$ cat src/rtl/core/bse_pkg.sv
// ============================================================================
// bse_pkg: shared types and constants of the BMP LSB embedder
// Item layout, preamble constants and the preamble bit lookup.
// ============================================================================
`default_nettype none

package bse_pkg;

    localparam int POS_W         = 32;
    localparam int LEN_W         = 28;
    localparam int BYTE_W        = 8;
    localparam int PREAMBLE_BITS = 112;
    localparam int PRE_IDX_W     = 7;

    // '#', '*', 32-bit value 4, ".txt"; the 32-bit length follows it.
    localparam logic [79:0] PRE_FIXED = 80'h232A_0000_0004_2E74_7874;

    localparam logic MODE_IMAGE  = 1'b0;
    localparam logic MODE_SECRET = 1'b1;

    typedef struct packed {
        logic              mode;
        logic [BYTE_W-1:0] data;
    } t_item;

    // Preamble bit k, counted from the most significant bit of the preamble.
    function automatic logic preamble_bit(input logic [PRE_IDX_W-1:0] k,
                                          input logic [LEN_W-1:0]     len);
        logic [PREAMBLE_BITS-1:0] vec;
        logic [PRE_IDX_W-1:0]     idx;
        vec = {PRE_FIXED, 4'b0000, len};
        idx = PRE_IDX_W'(PREAMBLE_BITS - 1) - k;
        return vec[idx];
    endfunction

endpackage

`default_nettype wire

$ cat src/rtl/core/bse_in_stage.sv
// ============================================================================
// bse_in_stage: input register
// Holds one accepted request until the embedding stage takes it.
// ============================================================================
`default_nettype none

module bse_in_stage (
    input  wire logic          i_clk,
    input  wire logic          i_rst_n,
    input  wire logic          i_valid,
    output logic               o_ready,
    input  wire bse_pkg::t_item i_item,
    output logic               o_valid,
    output bse_pkg::t_item     o_item,
    input  wire logic          i_take
);

    logic           r_valid;
    bse_pkg::t_item r_item;

    // The stage can refill in the same cycle that its content moves on.
    assign o_ready = !r_valid || i_take;
    assign o_valid = r_valid;
    assign o_item  = r_item;

    always_ff @(posedge i_clk) begin
        if (!i_rst_n) begin
            r_valid <= 1'b0;
        end else if (o_ready) begin
            r_valid <= i_valid;
        end
    end

    always_ff @(posedge i_clk) begin
        if (o_ready && i_valid) begin
            r_item <= i_item;
        end
    end

endmodule

`default_nettype wire

$ cat src/rtl/core/bse_embed.sv
// ============================================================================
// bse_embed: position tracking, LSB replacement and result register
// Decides the embedded bit for each image byte and registers the result.
// ============================================================================
`default_nettype none

module bse_embed #(
    parameter int HEADER_BYTES = 54
) (
    input  wire logic                        i_clk,
    input  wire logic                        i_rst_n,
    input  wire logic                        i_cfg_wr_en,
    input  wire logic [bse_pkg::LEN_W-1:0]   i_cfg_wr_data,
    input  wire logic                        i_valid,
    input  wire bse_pkg::t_item              i_item,
    output logic                             o_take,
    output logic                             o_out_valid,
    output logic [bse_pkg::BYTE_W-1:0]       o_out_byte,
    output logic                             o_underrun,
    input  wire logic                        i_out_ready
);

    localparam int SEC_START = HEADER_BYTES + bse_pkg::PREAMBLE_BITS;
    localparam logic [bse_pkg::POS_W-1:0] PRE_START_W = bse_pkg::POS_W'(HEADER_BYTES);
    localparam logic [bse_pkg::POS_W-1:0] SEC_START_W = bse_pkg::POS_W'(SEC_START);
    localparam logic [bse_pkg::PRE_IDX_W-1:0] PRE_PHASE = bse_pkg::PRE_IDX_W'(HEADER_BYTES);
    localparam logic [2:0] SEC_PHASE = 3'(SEC_START);

    logic [bse_pkg::LEN_W-1:0]  r_len;
    logic [bse_pkg::POS_W-1:0]  r_sec_end;
    logic [bse_pkg::POS_W-1:0]  r_pos;
    logic [bse_pkg::BYTE_W-1:0] r_buf;
    logic                       r_buf_valid;
    logic [bse_pkg::BYTE_W-1:0] r_shift;
    logic                       r_out_valid;
    logic [bse_pkg::BYTE_W-1:0] r_out_byte;
    logic                       r_underrun;

    logic                       out_free;
    logic                       take_image;
    logic                       in_pre;
    logic                       in_sec;
    logic                       boundary;
    logic [bse_pkg::PRE_IDX_W-1:0] pre_k;
    logic [bse_pkg::BYTE_W-1:0] cur_shift;
    logic                       emb_bit;
    logic [bse_pkg::BYTE_W-1:0] n_out_byte;
    logic                       n_underrun;
    logic [bse_pkg::BYTE_W-1:0] n_shift;

    // Secret loads never produce a result, so they move on regardless of
    // the output side.
    assign out_free   = !r_out_valid || i_out_ready;
    assign o_take     = i_valid && ((i_item.mode == bse_pkg::MODE_SECRET) || out_free);
    assign take_image = o_take && (i_item.mode == bse_pkg::MODE_IMAGE);

    always_comb begin
        in_pre    = (r_pos >= PRE_START_W) && (r_pos < SEC_START_W);
        in_sec    = (r_pos >= SEC_START_W) && (r_pos < r_sec_end);
        boundary  = (r_pos[2:0] == SEC_PHASE);
        pre_k     = r_pos[bse_pkg::PRE_IDX_W-1:0] - PRE_PHASE;
        cur_shift = r_shift;
        if (boundary) begin
            cur_shift = r_buf_valid ? r_buf : '0;
        end
        n_shift    = {cur_shift[bse_pkg::BYTE_W-2:0], 1'b0};
        emb_bit    = 1'b0;
        n_out_byte = i_item.data;
        n_underrun = 1'b0;
        if (in_pre) begin
            emb_bit    = bse_pkg::preamble_bit(pre_k, r_len);
            n_out_byte = {i_item.data[bse_pkg::BYTE_W-1:1], emb_bit};
        end else if (in_sec) begin
            emb_bit    = cur_shift[bse_pkg::BYTE_W-1];
            n_out_byte = {i_item.data[bse_pkg::BYTE_W-1:1], emb_bit};
            n_underrun = boundary && !r_buf_valid;
        end
    end

    always_ff @(posedge i_clk) begin
        if (!i_rst_n) begin
            r_len       <= '0;
            r_sec_end   <= SEC_START_W;
            r_pos       <= '0;
            r_buf       <= '0;
            r_buf_valid <= 1'b0;
            r_shift     <= '0;
            r_out_valid <= 1'b0;
        end else begin
            if (i_cfg_wr_en) begin
                r_len     <= i_cfg_wr_data;
                r_sec_end <= SEC_START_W + {1'b0, i_cfg_wr_data, 3'b000};
            end
            if (o_take && (i_item.mode == bse_pkg::MODE_SECRET)) begin
                r_buf       <= i_item.data;
                r_buf_valid <= 1'b1;
            end
            if (take_image) begin
                if (in_sec) begin
                    r_shift <= n_shift;
                    if (boundary) begin
                        r_buf_valid <= 1'b0;
                    end
                end
                if (r_pos != '1) begin
                    r_pos <= r_pos + 1'b1;
                end
                r_out_valid <= 1'b1;
            end else if (i_out_ready) begin
                r_out_valid <= 1'b0;
            end
        end
    end

    always_ff @(posedge i_clk) begin
        if (take_image) begin
            r_out_byte <= n_out_byte;
            r_underrun <= n_underrun;
        end
    end

    assign o_out_valid = r_out_valid;
    assign o_out_byte  = r_out_byte;
    assign o_underrun  = r_underrun;

endmodule

`default_nettype wire

$ cat src/rtl/core/bmp_lsb_stego_embedder.sv
// An image byte request passes through the input register into the output register,
// from which it is shown on the output.
// Throughput: one request per cycle while the output is not stalled, image bytes
// and secret loads alike; the input and output registers turn over once per cycle.
// Secret loads produce no result and move on even while the output is stalled.
// Reset (i_rst_n low, synchronous) clears the byte position, the secret buffer,
// the length register and both valid flags.
// ============================================================================
// bmp_lsb_stego_embedder: LSB embedder for a BMP byte stream
// Replaces the least significant bit of image bytes with a preamble and a
// secret payload streamed in through a one-byte holding buffer.
// ============================================================================
`default_nettype none

module bmp_lsb_stego_embedder #(
    parameter int HEADER_BYTES = 54
) (
    input  wire logic        i_clk,
    input  wire logic        i_rst_n,
    // Configuration: secret length in bytes, written on i_cfg_wr_en.
    input  wire logic        i_cfg_wr_en,
    input  wire logic [27:0] i_cfg_wr_data,
    // Input requests.
    input  wire logic        s_axis_tvalid,
    output logic             s_axis_tready,
    input  wire logic [7:0]  s_axis_tdata,   // [7:0] data_byte
    input  wire logic        s_axis_tuser,   // [0] mode (0 image, 1 secret load)
    // Result requests.
    output logic             m_axis_tvalid,
    input  wire logic        m_axis_tready,
    output logic [7:0]       m_axis_tdata,   // [7:0] out_byte
    output logic             m_axis_tuser    // [0] underrun
);

    bse_pkg::t_item in_item;
    bse_pkg::t_item st_item;
    logic           st_valid;
    logic           st_take;

    // The request is packed into one struct: mode selects whether the byte
    // is image data or the next secret byte for the holding buffer.
    assign in_item.mode = s_axis_tuser;
    assign in_item.data = s_axis_tdata;

    // Input register: decouples the upstream handshake from the embedding
    // stage and lets a new request enter every cycle while the embedding stage takes them.
    bse_in_stage u_in_stage (
        .i_clk   (i_clk),
        .i_rst_n (i_rst_n),
        .i_valid (s_axis_tvalid),
        .o_ready (s_axis_tready),
        .i_item  (in_item),
        .o_valid (st_valid),
        .o_item  (st_item),
        .i_take  (st_take)
    );

    // Embedding stage: tracks the byte position, chooses between header
    // pass-through, preamble bits, secret bits and trailing pass-through,
    // and holds the finished result in the output register.
    bse_embed #(
        .HEADER_BYTES (HEADER_BYTES)
    ) u_embed (
        .i_clk         (i_clk),
        .i_rst_n       (i_rst_n),
        .i_cfg_wr_en   (i_cfg_wr_en),
        .i_cfg_wr_data (i_cfg_wr_data),
        .i_valid       (st_valid),
        .i_item        (st_item),
        .o_take        (st_take),
        .o_out_valid   (m_axis_tvalid),
        .o_out_byte    (m_axis_tdata),
        .o_underrun    (m_axis_tuser),
        .i_out_ready   (m_axis_tready)
    );

endmodule

`default_nettype wire

$ cat config.mk
export PLATFORM = sky130hd
export DESIGN_NAME = bmp_lsb_stego_embedder
export DESIGN_NICKNAME = d
export VERILOG_FILES = /design/src/rtl/core/bse_pkg.sv /design/src/rtl/core/bse_in_stage.sv /design/src/rtl/core/bse_embed.sv /design/src/rtl/core/bmp_lsb_stego_embedder.sv
export SDC_FILE = /design/constraint.sdc
export NUM_CORES = 1
export LEC_CHECK = 0
export ABC_AREA = 0
export BUFFER_PORTS_ARGS = -buffer_cell sky130_fd_sc_hd__clkbuf_2
export CAP_MARGIN = 20
export CORE_MARGIN = 3
export CORE_UTILIZATION = 23
export DETAILED_ROUTE_END_ITERATION = 7
export SLEW_MARGIN = 20
export SYNTH_ARGS = -nofsm -noshare
export SYNTH_HDL_FRONTEND = slang
export SYNTH_SLANG_ARGS = --single-unit
$ cat constraint.sdc
create_clock -name i_clk -period 2.8 [get_ports i_clk]
set_input_delay 0.42 -clock i_clk [delete_from_list [all_inputs] [get_ports i_clk]]
set_output_delay 0.42 -clock i_clk [all_outputs]
set_load 0.01 [all_outputs]
==> results by group, run 1 <==
Status
  – Status: finished, final reports clean

Global routing
  – Pin count of the biggest net entering global routing: 43
  – Vias in the first global route: roughly 5400
  – Total track usage: 0.1150
  – Grt total ovfl: 0
  – First-pass GRT wire length: between 20000 and 30000 um
  – Antenna violations before repair: 0

Die
  – Row count: 61
  – DIE HEIGHT: about 180 um
  – DIE WIDTH: around 180 um
  – Initial Utilization: 0.2375
  – Io pins: 53
  – Die ar.: around 31000 um2
  – Core Area: 28240 um2

CTS
  – Clock latency at the later pin of the worst-skew pair: 0.41 ns
  – TritonCTS Buffers: 17
  – Clock Path Buffers: 2
  – Clock H-tree levels: 4
  – Clock Sink Count: between 100 and 150
  – Clk slew on worst S/H paths: ~0.060 ns
  – Clock root buffer: clkbuf_16
  – CTS Hold Bufs: 0
  – Setup Buffers After CTS: 0
  – CTS tree: yes

STA
  – Slew margin rel.: 0.6096
  – Skew final: between 0.008 and 0.009 ns
  – TNS Setup: 0 ns
  – Final period util: 0.9599
  – Post-layout min period: ~2.7 ns
  – Peak Freq: around 370 MHz
  – Final setup vio count: 0
  – RSZ-0062 raised after global routing: no
  – Max Slew Vio Count: 0
  – Final Hold Fails: 0
  – Worst slew pin tran: 0.5847 ns

Logic synthesis
  – Yosys reg bits: ~120
  – EDFF count, synth: 18
  – Syn Area/Cell: 8.767 um2
  – Ys async rst share: 0
  – Main synth FF type: dfxtp_1
  – Syn Nets: 843
  – Synth warn: 0
  – Sequential area share after synthesis: 0.3940
  – Mapped cell area: ~6700 um2
  – Synth cell types: 67
  – Mapped Cells: ~770

Finish
  – Layout cells sized above 1: 0.1577
  – Diodes inserted: 0
  – Nets@finish: ~900
  – Synthesis-to-layout area growth: 20.52%

Worst setup path
  – Arrival time worst endpoint: between 2 and 3 ns
  – CP Data Required Time: between 2 and 3 ns
  – CP Capture Type: flop
  – Maximum fanout along the worst path: 10
  – R2r worst-path depth: 7
  – FF-to-FF setup slack: 0.11 ns
  – Startpoint Class: flop
  – R2r endpoint: u_embed.o_out_byte[0]
  – Critical R2R Launch: u_embed.r_pos[1]
  – Critical path class: flop to flop

Drt
  – DRT antenna net count: 0
  – DRC viols: 0
  – Routed vias/inst: roughly 4.6
  – WL/cell: between 10 and 15 um
  – Via count: between 5000 and 6000
  – Initial detailed-routing violation count: 515
  – Initial DRT Pass Iterations: 7
  – Post-Route WL: roughly 17000 um

Place
  – Final Wtd Congestion: 0.8326
  – IO Port Bufs: between 50 and 60
  – DP HPWL: approximately 13000 um

Hold path
  – Hold depth: 1
  – Startpoint of the worst hold path: s_axis_tdata[4]
  – Type of the worst min-delay path: input port to flop
  – WHS Endpoint: u_in_stage.o_item[4]

Power
  – Peak supply drop: about 0.31 mV
  – Power density cells: approximately 550 nW/um2
  – Leakage: approximately 3.2 nW
  – Power, Total: between 4 and 5 mW

Flow run
  – # Max-Cap Violations: 0
[what timing repair did]
action                                 CTS  global route
gates resized for setup                  0             2
setup endpoints to repair                0             2
endpoints found under the hold margin    0             0
[cell usage after synthesis (all sizes together) (18+ instances only)]
cell,count,area [um2]
a21oi,52,260.3
clkbuf,26,98.84
edfxtp,18,540.5
xnor2,23,201.4
inv,43,161.4
nand3,27,135.1
o21ai,26,133.9
nand2,86,322.8
ha,36,450.4
mux2i,42,420.4
dfxtp,105,2102
nor2,74,277.8
[through the flow]
stage	util	setup slack [ns]	cell area (um2)	std cells	hold WS [ns]
finish	0.2862	0.1122	8083	1215	0.1756
global route	0.2862	0.02425	8083	1215	0.1619
CTS	0.2861	0.05702	8079	1215	0.1578
detailed placement	0.2651	0.09982	7487	1183	0.4524
global placement	0.2651	0.2673	7487	1183	0.4440
floorplan	-	0.4067	6706	765	0.4262
[critical path: stages, from the launching register on]
cell     delay [ns]
dfxtp_1        0.31
ha_1           0.50
mux4_2         0.54
mux2i_1        0.13
o21ai_0        0.14
o21a_1         0.15
o41ai_1        0.47
o21ai_0        0.17
[report_power, final]
part	internal (mW)	switching, mW
Combinational	0.132	0.188
Clock	1.39	0.805
Sequential	1.86	0.0460
[logic make-up after synthesis]
kind of cell,share of synthesized area
flip-flops,0.3940
adder cells (fa/ha/maj),0.06866
buffers and inverters,0.04664
XOR/XNOR,0.05224
AND/OR/NAND/NOR,0.2112
multiplexers,0.09291
AO/OA/AOI/OAI,0.1343
[layout make-up]
class                           instances  area (um2)
Clock buffer                           22       475.5
Clock inverter                         10       116.4
Fill cell                            3044       20160
Inverter                               44       165.2
Multi-Input combinational cell        560        3754
Sequential cell                       123        2644
Tap cell                              378       473.0
Timing Repair Buffer                   78       455.4
[flip-flops by register name (all words and copies together) (netlist names)]
register,count
u_embed.o_out_byte,8
u_embed.o_out_valid,1
u_embed.o_underrun,1
u_embed.r_buf,8
u_embed.r_buf_valid,1
u_embed.r_len,28
u_embed.r_pos,32
u_embed.r_sec_end,27
u_embed.r_shift,7
u_in_stage.o_item,9
u_in_stage.o_valid,1
[how the worst max path moves through the flow]
| stage | start | end | slack, ns | cells past startpoint |
|---|---|---|---|---|
| finish | u_embed.r_pos[1] | u_embed.o_out_byte[0] | 0.11 | 7 |
| global route | u_embed.r_pos[1] | u_embed.r_pos[16] | 0.02 | 7 |
| CTS | u_embed.r_pos[1] | u_embed.o_out_byte[0] | 0.06 | 7 |
| detailed placement | u_embed.r_pos[1] | u_embed.o_out_byte[0] | 0.1 | 7 |
| global placement | u_embed.r_pos[1] | u_embed.o_out_byte[0] | 0.27 | 7 |
| floorplan | u_embed.r_pos[0] | u_embed.o_out_byte[0] | 0.41 | 9 |
[per-layer routing]
layer	GRT usage	wire length [um]	part of all wire	vias to the layer above
met5	0	0	0	-
met4	0.04059	270	0.015	0
met3	0.02488	720	0.041	16
met2	0.1747	7703	0.44	143
met1	0.1608	8756	0.50	2598
li1	-	-	-	2865
[layout by cell type, fill, tap and decap left out, drive strengths merged, types with 9 or more instances in the layout]
cell type / count
or3: 9
buf: 26
edfxtp: 18
xnor2: 23
nand4: 15
nor3: 15
o21ai: 26
clkbuf: 74
a211oi: 14
inv: 43
o211ai: 11
ha: 36
nand3: 27
a21oi: 52
nor2: 74
dfxtp: 105
nor4: 15
xor2: 17
and3: 11
nand2: 86
mux2i: 42
(Power assumes the default switching activity.)
==> run 2, diff against run 1 <==
RECOVER_POWER = 25   (was unset)
==> run 2 against run 1 <==
Design area is essentially flat. Routed wire length grew 0.19%. Clock skew is essentially flat. Utilization is essentially flat. Combinational power is essentially flat. Sequential power is essentially flat. Count of clock-buffer cells in the layout is the same. Non-clock buffer count is the same. Fmax grew 0.27%. Die area is the same. Clock power is essentially flat. Critical endpoint unchanged.
==> results by group, run 2 (synthesized netlist as in run 1, its figures left out) <==
Die
  – Die ar.: 31240 um2
  – Row count: 61
  – Io pins: 53
  – Core Area: about 28000 um2
  – Initial Utilization: 0.2375
  – DIE WIDTH: approximately 180 um
  – DIE HEIGHT: 176.8 um

Status
  – Status: finished, final reports clean

Power
  – Clock group share of total power: 0.496
  – Logic pwr share: 0.072
  – Pint: about 3.4 mW
  – Net Switching: around 1.0 mW
  – Leakage: 3.198 nW
  – Power, Total: 4.423 mW
  – Power density cells: around 550 nW/um2
  – Peak supply drop: slightly above 0.3 mV
  – Sw frac: 0.2355
  – Reg power frac: 0.432

STA
  – Final Hold Fails: 0
  – Final period util: 0.9574
  – Slew margin rel.: 0.1380
  – Final setup vio count: 0
  – Skew final: 0.008645 ns
  – Post-layout min period: 2.681 ns
  – Worst slew pin tran: 1.293 ns
  – RSZ-0062 raised after global routing: no
  – TNS Setup: 0 ns
  – Peak Freq: approximately 370 MHz
  – Max Slew Vio Count: 0

Drt
  – Post-Route WL: approximately 17000 um
  – DRT antenna net count: 0
  – WL/cell: between 10 and 15 um
  – Initial DRT Pass Iterations: 7
  – Routed vias/inst: roughly 4.6
  – Initial detailed-routing violation count: roughly 520
  – DRC viols: 0
  – Via count: between 5000 and 6000

Finish
  – Layout cells sized above 1: 0.1541
  – Max FFs per register: 32
  – Top reg by flops: u_embed.r_pos
  – Diodes inserted: 0
  – Most frequent cells in the layout: dfxtp_1, nand2_1, nor2_1, a21oi_1, clkbuf_2
  – Nets@finish: around 900
  – Synthesis-to-layout area growth: 20.41%
  – Non-Filler Instances: 1215
  – Commonest non-fill, non-tap cell in the layout: dfxtp_1
  – Biggest regs: u_embed.r_pos: 32 flops, u_embed.r_len: 28 flops, u_embed.r_sec_end: 27 flops

Place
  – Final Wtd Congestion: about 0.83
  – Dpl cells: between 1000 and 1500
  – DP HPWL: between 10000 and 15000 um
  – IO Port Bufs: 52

CTS
  – Clock Path Buffers: 2
  – Clock latency at the later pin of the worst-skew pair: about 0.41 ns
  – Clock Sink Count: between 100 and 150
  – TritonCTS Buffers: 17
  – Clk slew on worst S/H paths: about 0.060 ns
  – CTS tree: yes
  – Clock H-tree levels: 4
  – Clock root buffer: clkbuf_16

Worst setup path
  – Critical R2R Launch: u_embed.r_pos[1]
  – CP Data Required Time: 2.94 ns
  – R2r worst-path depth: 7
  – Critical path class: flop to flop
  – Startpoint Class: flop
  – CP Capture Type: flop
  – FF-to-FF setup slack: 0.12 ns
  – Arrival time worst endpoint: 2.82 ns
  – Setup crit start: u_embed.r_pos[1]
  – Maximum fanout along the worst path: 10
  – R2r endpoint: u_embed.o_out_byte[0]

Flow run
  – # Max-Cap Violations: 0

Global routing
  – Pin count of the biggest net entering global routing: 43
  – Total track usage: 0.1150
  – Grt total ovfl: 0
  – First-pass GRT wire length: roughly 28000 um
  – Vias in the first global route: roughly 5400
  – Antenna violations before repair: 0

Hold path
  – WHS Endpoint: u_in_stage.o_item[4]
  – Startpoint of the worst hold path: s_axis_tdata[4]
  – Hold depth: 1
  – Type of the worst min-delay path: input port to flop
run 2: critical path, stage by stage, from the launching register on:
cell	delay, ns
dfxtp_1	0.31
ha_1	0.50
mux4_2	0.54
mux2i_1	0.13
o21ai_0	0.14
o21a_1	0.15
o41ai_1	0.47
o21ai_0	0.17
run 2: power by group through the flow:
stage / registers [mW] / logic (mW) / clock network (mW)
2_1_floorplan: 1.93 / 0.210 / 0
5_1_grt: 1.91 / 0.365 / 2.32
6_report: 1.91 / 0.320 / 2.19
3_5_place_dp: 1.95 / 0.323 / 0
3_3_place_gp: 1.94 / 0.318 / 0
4_1_cts: 1.91 / 0.324 / 2.24
run 2: timing repair:
action,in CTS,in global routing
hold buffers,0,0
endpoints found under the setup margin,0,2
buffers inserted,0,0
resized for setup,0,2
run 2: worst max-delay path by stage:
stage                            endpoint  slack, ns  cells past startpoint
floorplan           u_embed.o_out_byte[0]       0.41                      9
global route            u_embed.r_pos[16]       0.02                      7
global placement    u_embed.o_out_byte[0]       0.27                      7
detailed placement  u_embed.o_out_byte[0]        0.1                      7
finish              u_embed.o_out_byte[0]       0.12                      7
CTS                 u_embed.o_out_byte[0]       0.06                      7
run 2: layout make-up:
type / count / area (um2)
Timing Repair Buffer: 78 / 447.9
Sequential cell: 123 / 2644
Tap cell: 378 / 473.0
Clock buffer: 22 / 475.5
Inverter: 44 / 165.2
Multi-Input combinational cell: 560 / 3754
Clock inverter: 10 / 116.4
Fill cell: 3045 / 20160
run 2: per-layer routing:
metal	track usage	vias up	share of wire
li1	-	2862	-
met5	0	-	0
met3	0.02488	20	0.041
met1	0.1608	2600	0.50
met2	0.1747	141	0.44
met4	0.04059	0	0.016
run 2: metrics by stage:
stage | cell area [um2] | hold WS [ns] | utilization | setup WS [ns]
finish | 8075 | 0.1749 | 0.2860 | 0.1193
CTS | 8079 | 0.1578 | 0.2861 | 0.05702
global route | 8075 | 0.1619 | 0.2860 | 0.02425
floorplan | 6706 | 0.4262 | - | 0.4067
detailed placement | 7487 | 0.4524 | 0.2651 | 0.09982
global placement | 7487 | 0.4440 | 0.2651 | 0.2673
==> run 3, diff against run 2 <==
PLACE_DENSITY = 0.46   (was unset)
==> run 3 against run 2 <==
The flow now finishes with violations (capacitance limit, slew limit). Design area barely moved. Combinational power grew 2%. Sequential share of layout area hardly changed. First-iteration DRC count fell by 47%. Flip-flop and latch count is the same. Register-to-register slack better by 0.15 ns. Routed wire length increased by 5.1%. Count of clock-buffer cells in the layout decreased by 4.
==> results by group, run 3 (synthesized netlist as in run 1, its figures left out) <==
Finish
  – Top reg by flops: u_embed.r_pos
  – Most frequent cells in the layout: dfxtp_1, nand2_1, nor2_1, a21oi_1, clkbuf_2
  – Synthesis-to-layout area growth: 20.43%
  – Max FFs per register: 32
  – Commonest non-fill, non-tap cell in the layout: dfxtp_1
  – Multi-input logic area: around 3800 um2
  – Layout cells sized above 1: 0.1591
  – Fillers: ~3100
  – Fin area: just over 8000 um2
  – Diodes inserted: 0
  – Biggest regs: u_embed.r_pos: 32 flops, u_embed.r_len: 28 flops, u_embed.r_sec_end: 27 flops
  – Register area: approximately 2600 um2
  – Nets@finish: 907

Power
  – Power density cells: 537.8 nW/um2
  – Leakage: approximately 3.2 nW
  – Peak supply drop: approximately 0.32 mV
  – Pint: around 3.2 mW
  – Sw frac: 0.2597
  – Clock group share of total power: 0.487
  – Net Switching: between 1 and 1.5 mW
  – Reg power frac: 0.438
  – Logic pwr share: 0.075

Die
  – Die ar.: approximately 31000 um2
  – Row count: just over 60
  – Io pins: 53
  – DIE WIDTH: ~180 um
  – DIE HEIGHT: 176.8 um
  – Initial Utilization: 0.2375
  – Core Area: 28240 um2

STA
  – Skew final: roughly 0.011 ns
  – Final period util: 0.9036
  – RSZ-0062 raised after global routing: no
  – Setup ws final: between 0.2 and 0.3 ns
  – Max Slew Vio Count: 50
  – Peak Freq: between 300 and 400 MHz
  – Final Hold Fails: 0
  – Final setup vio count: 0
  – Worst slew pin tran: 2.342 ns
  – Post-layout min period: approximately 2.5 ns
  – Worst hold margin: between 0.15 and 0.2 ns
  – Slew margin rel.: -0.5611
  – TNS Setup: 0 ns

Worst setup path
  – Arrival time worst endpoint: ~2.7 ns
  – Delay-heaviest family, CP: compound AO/OA/AOI/OAI gates
  – Worst path bufs/invs: 1
  – Startpoint Class: flop
  – CP Capture Type: flop
  – Maximum fanout along the worst path: 19
  – Most used cell, CP: o22ai_1
  – Worst-path cell chain: buf_4 -> mux4_2 -> mux2_2 -> o22ai_1 -> o22ai_1 -> o41ai_2 -> o21ai_0
  – Crit-path max cell delay: 0.53 ns
  – CP max stage cell: mux4_2
  – CP Data Required Time: a little under 3 ns
  – Critical path class: flop to flop

Global routing
  – Pin count of the biggest net entering global routing: 65
  – Grt total ovfl: 0
  – Total track usage: 0.1208
  – Vias in the first global route: between 5000 and 6000
  – Antenna violations before repair: 0
  – First-pass GRT wire length: 29780 um

Place
  – DP HPWL: roughly 14000 um
  – Final Wtd Congestion: between 0.7 and 0.8
  – Pre-CTS worst setup slack: about 0.18 ns
  – Placed Area: ~7500 um2
  – IO Port Bufs: 52

CTS
  – Clock latency at the later pin of the worst-skew pair: roughly 0.42 ns
  – Clock Sink Count: around 120
  – TritonCTS Buffers: 17
  – CTS Hold Bufs: 0
  – Setup Buffers After CTS: 0
  – Clock root buffer: clkbuf_16
  – Clock Path Buffers: 2
  – CTS tree: yes
  – Clk slew on worst S/H paths: around 0.060 ns
  – Clock H-tree levels: 4

Drt
  – Initial DRT Pass Iterations: 5
  – DRT antenna net count: 0
  – Post-Route WL: ~18000 um
  – Initial detailed-routing violation count: approximately 280
  – DRC viols: 0
  – Routed vias/inst: 4.564
  – Via count: 5568
  – WL/cell: 15.07 um

Status
  – Status: complete, but fails checks
  – Violated checks: capacitance limit, slew limit

Flow run
  – # Max-Cap Violations: 2

Hold path
  – Type of the worst min-delay path: input port to flop
run 3: cell count changes in the layout (fill, tap and decap cells not counted), moves of 2 or more:
cell        before  now
inv_6            0    3
clkbuf_1         5    3
clkinvlp_4       2    4
buf_4           24   29
run 3: path summary, 6_finish.rpt:
kind	start	to	slack [ns]	depth (start not counted)
worst max-delay path	u_embed.r_pos[1]	u_embed.o_out_byte[0]	0.27	7
worst min-delay path	s_axis_tdata[2]	u_in_stage.o_item[2]	0.17	1
worst max register to register	u_embed.r_pos[1]	u_embed.o_out_byte[0]	0.27	7
worst min register to register	u_in_stage.o_item[7]	u_embed.o_out_byte[7]	0.45	0
run 3: final cells by class:
| type | instances | share of cell area |
|---|---|---|
| Sequential cell | 123 | 0.3272 |
| Multi-Input combinational cell | 560 | 0.4654 |
| Clock inverter | 14 | 0.01518 |
| Clock buffer | 18 | 0.05314 |
| Timing Repair Buffer | 83 | 0.06011 |
| Tap cell | 378 | 0.05856 |
| Inverter | 44 | 0.02045 |
run 3: timing repair:
action / CTS / global route
setup endpoints to repair: 0 / 1
resized for setup: 0 / 1
hold endpoints to repair: 0 / 0
run 3: power by group through the flow:
stage          sequential, mW  clock [mW]  combinational (mW)
3_5_place_dp             1.94           0               0.330
6_report                 1.90        2.11               0.326
4_1_cts                  1.90        2.17               0.331
3_3_place_gp             1.94           0               0.328
2_1_floorplan            1.93           0               0.210
5_1_grt                  1.91        2.26               0.370
run 3: through the flow:
step / power [mW] / std cells / util
after detailed placement: 2.273 / 1188 / 0.2669
final: 4.344 / 1220 / 0.2860
after CTS: 4.404 / 1220 / 0.2864
after global routing: 4.539 / 1220 / 0.2860
after global placement: 2.271 / 1188 / 0.2669
after floorplan: 2.136 / 765 / -
run 3: per-layer routing:
| metal | vias up | GRT usage | share of wire |
|---|---|---|---|
| li1 | 2876 | - | - |
| met1 | 2594 | 0.1723 | 0.51 |
| met2 | 85 | 0.1877 | 0.45 |
| met3 | 13 | 0.02402 | 0.031 |
| met4 | 0 | 0.02946 | 0.0097 |
| met5 | - | 0 | 0 |
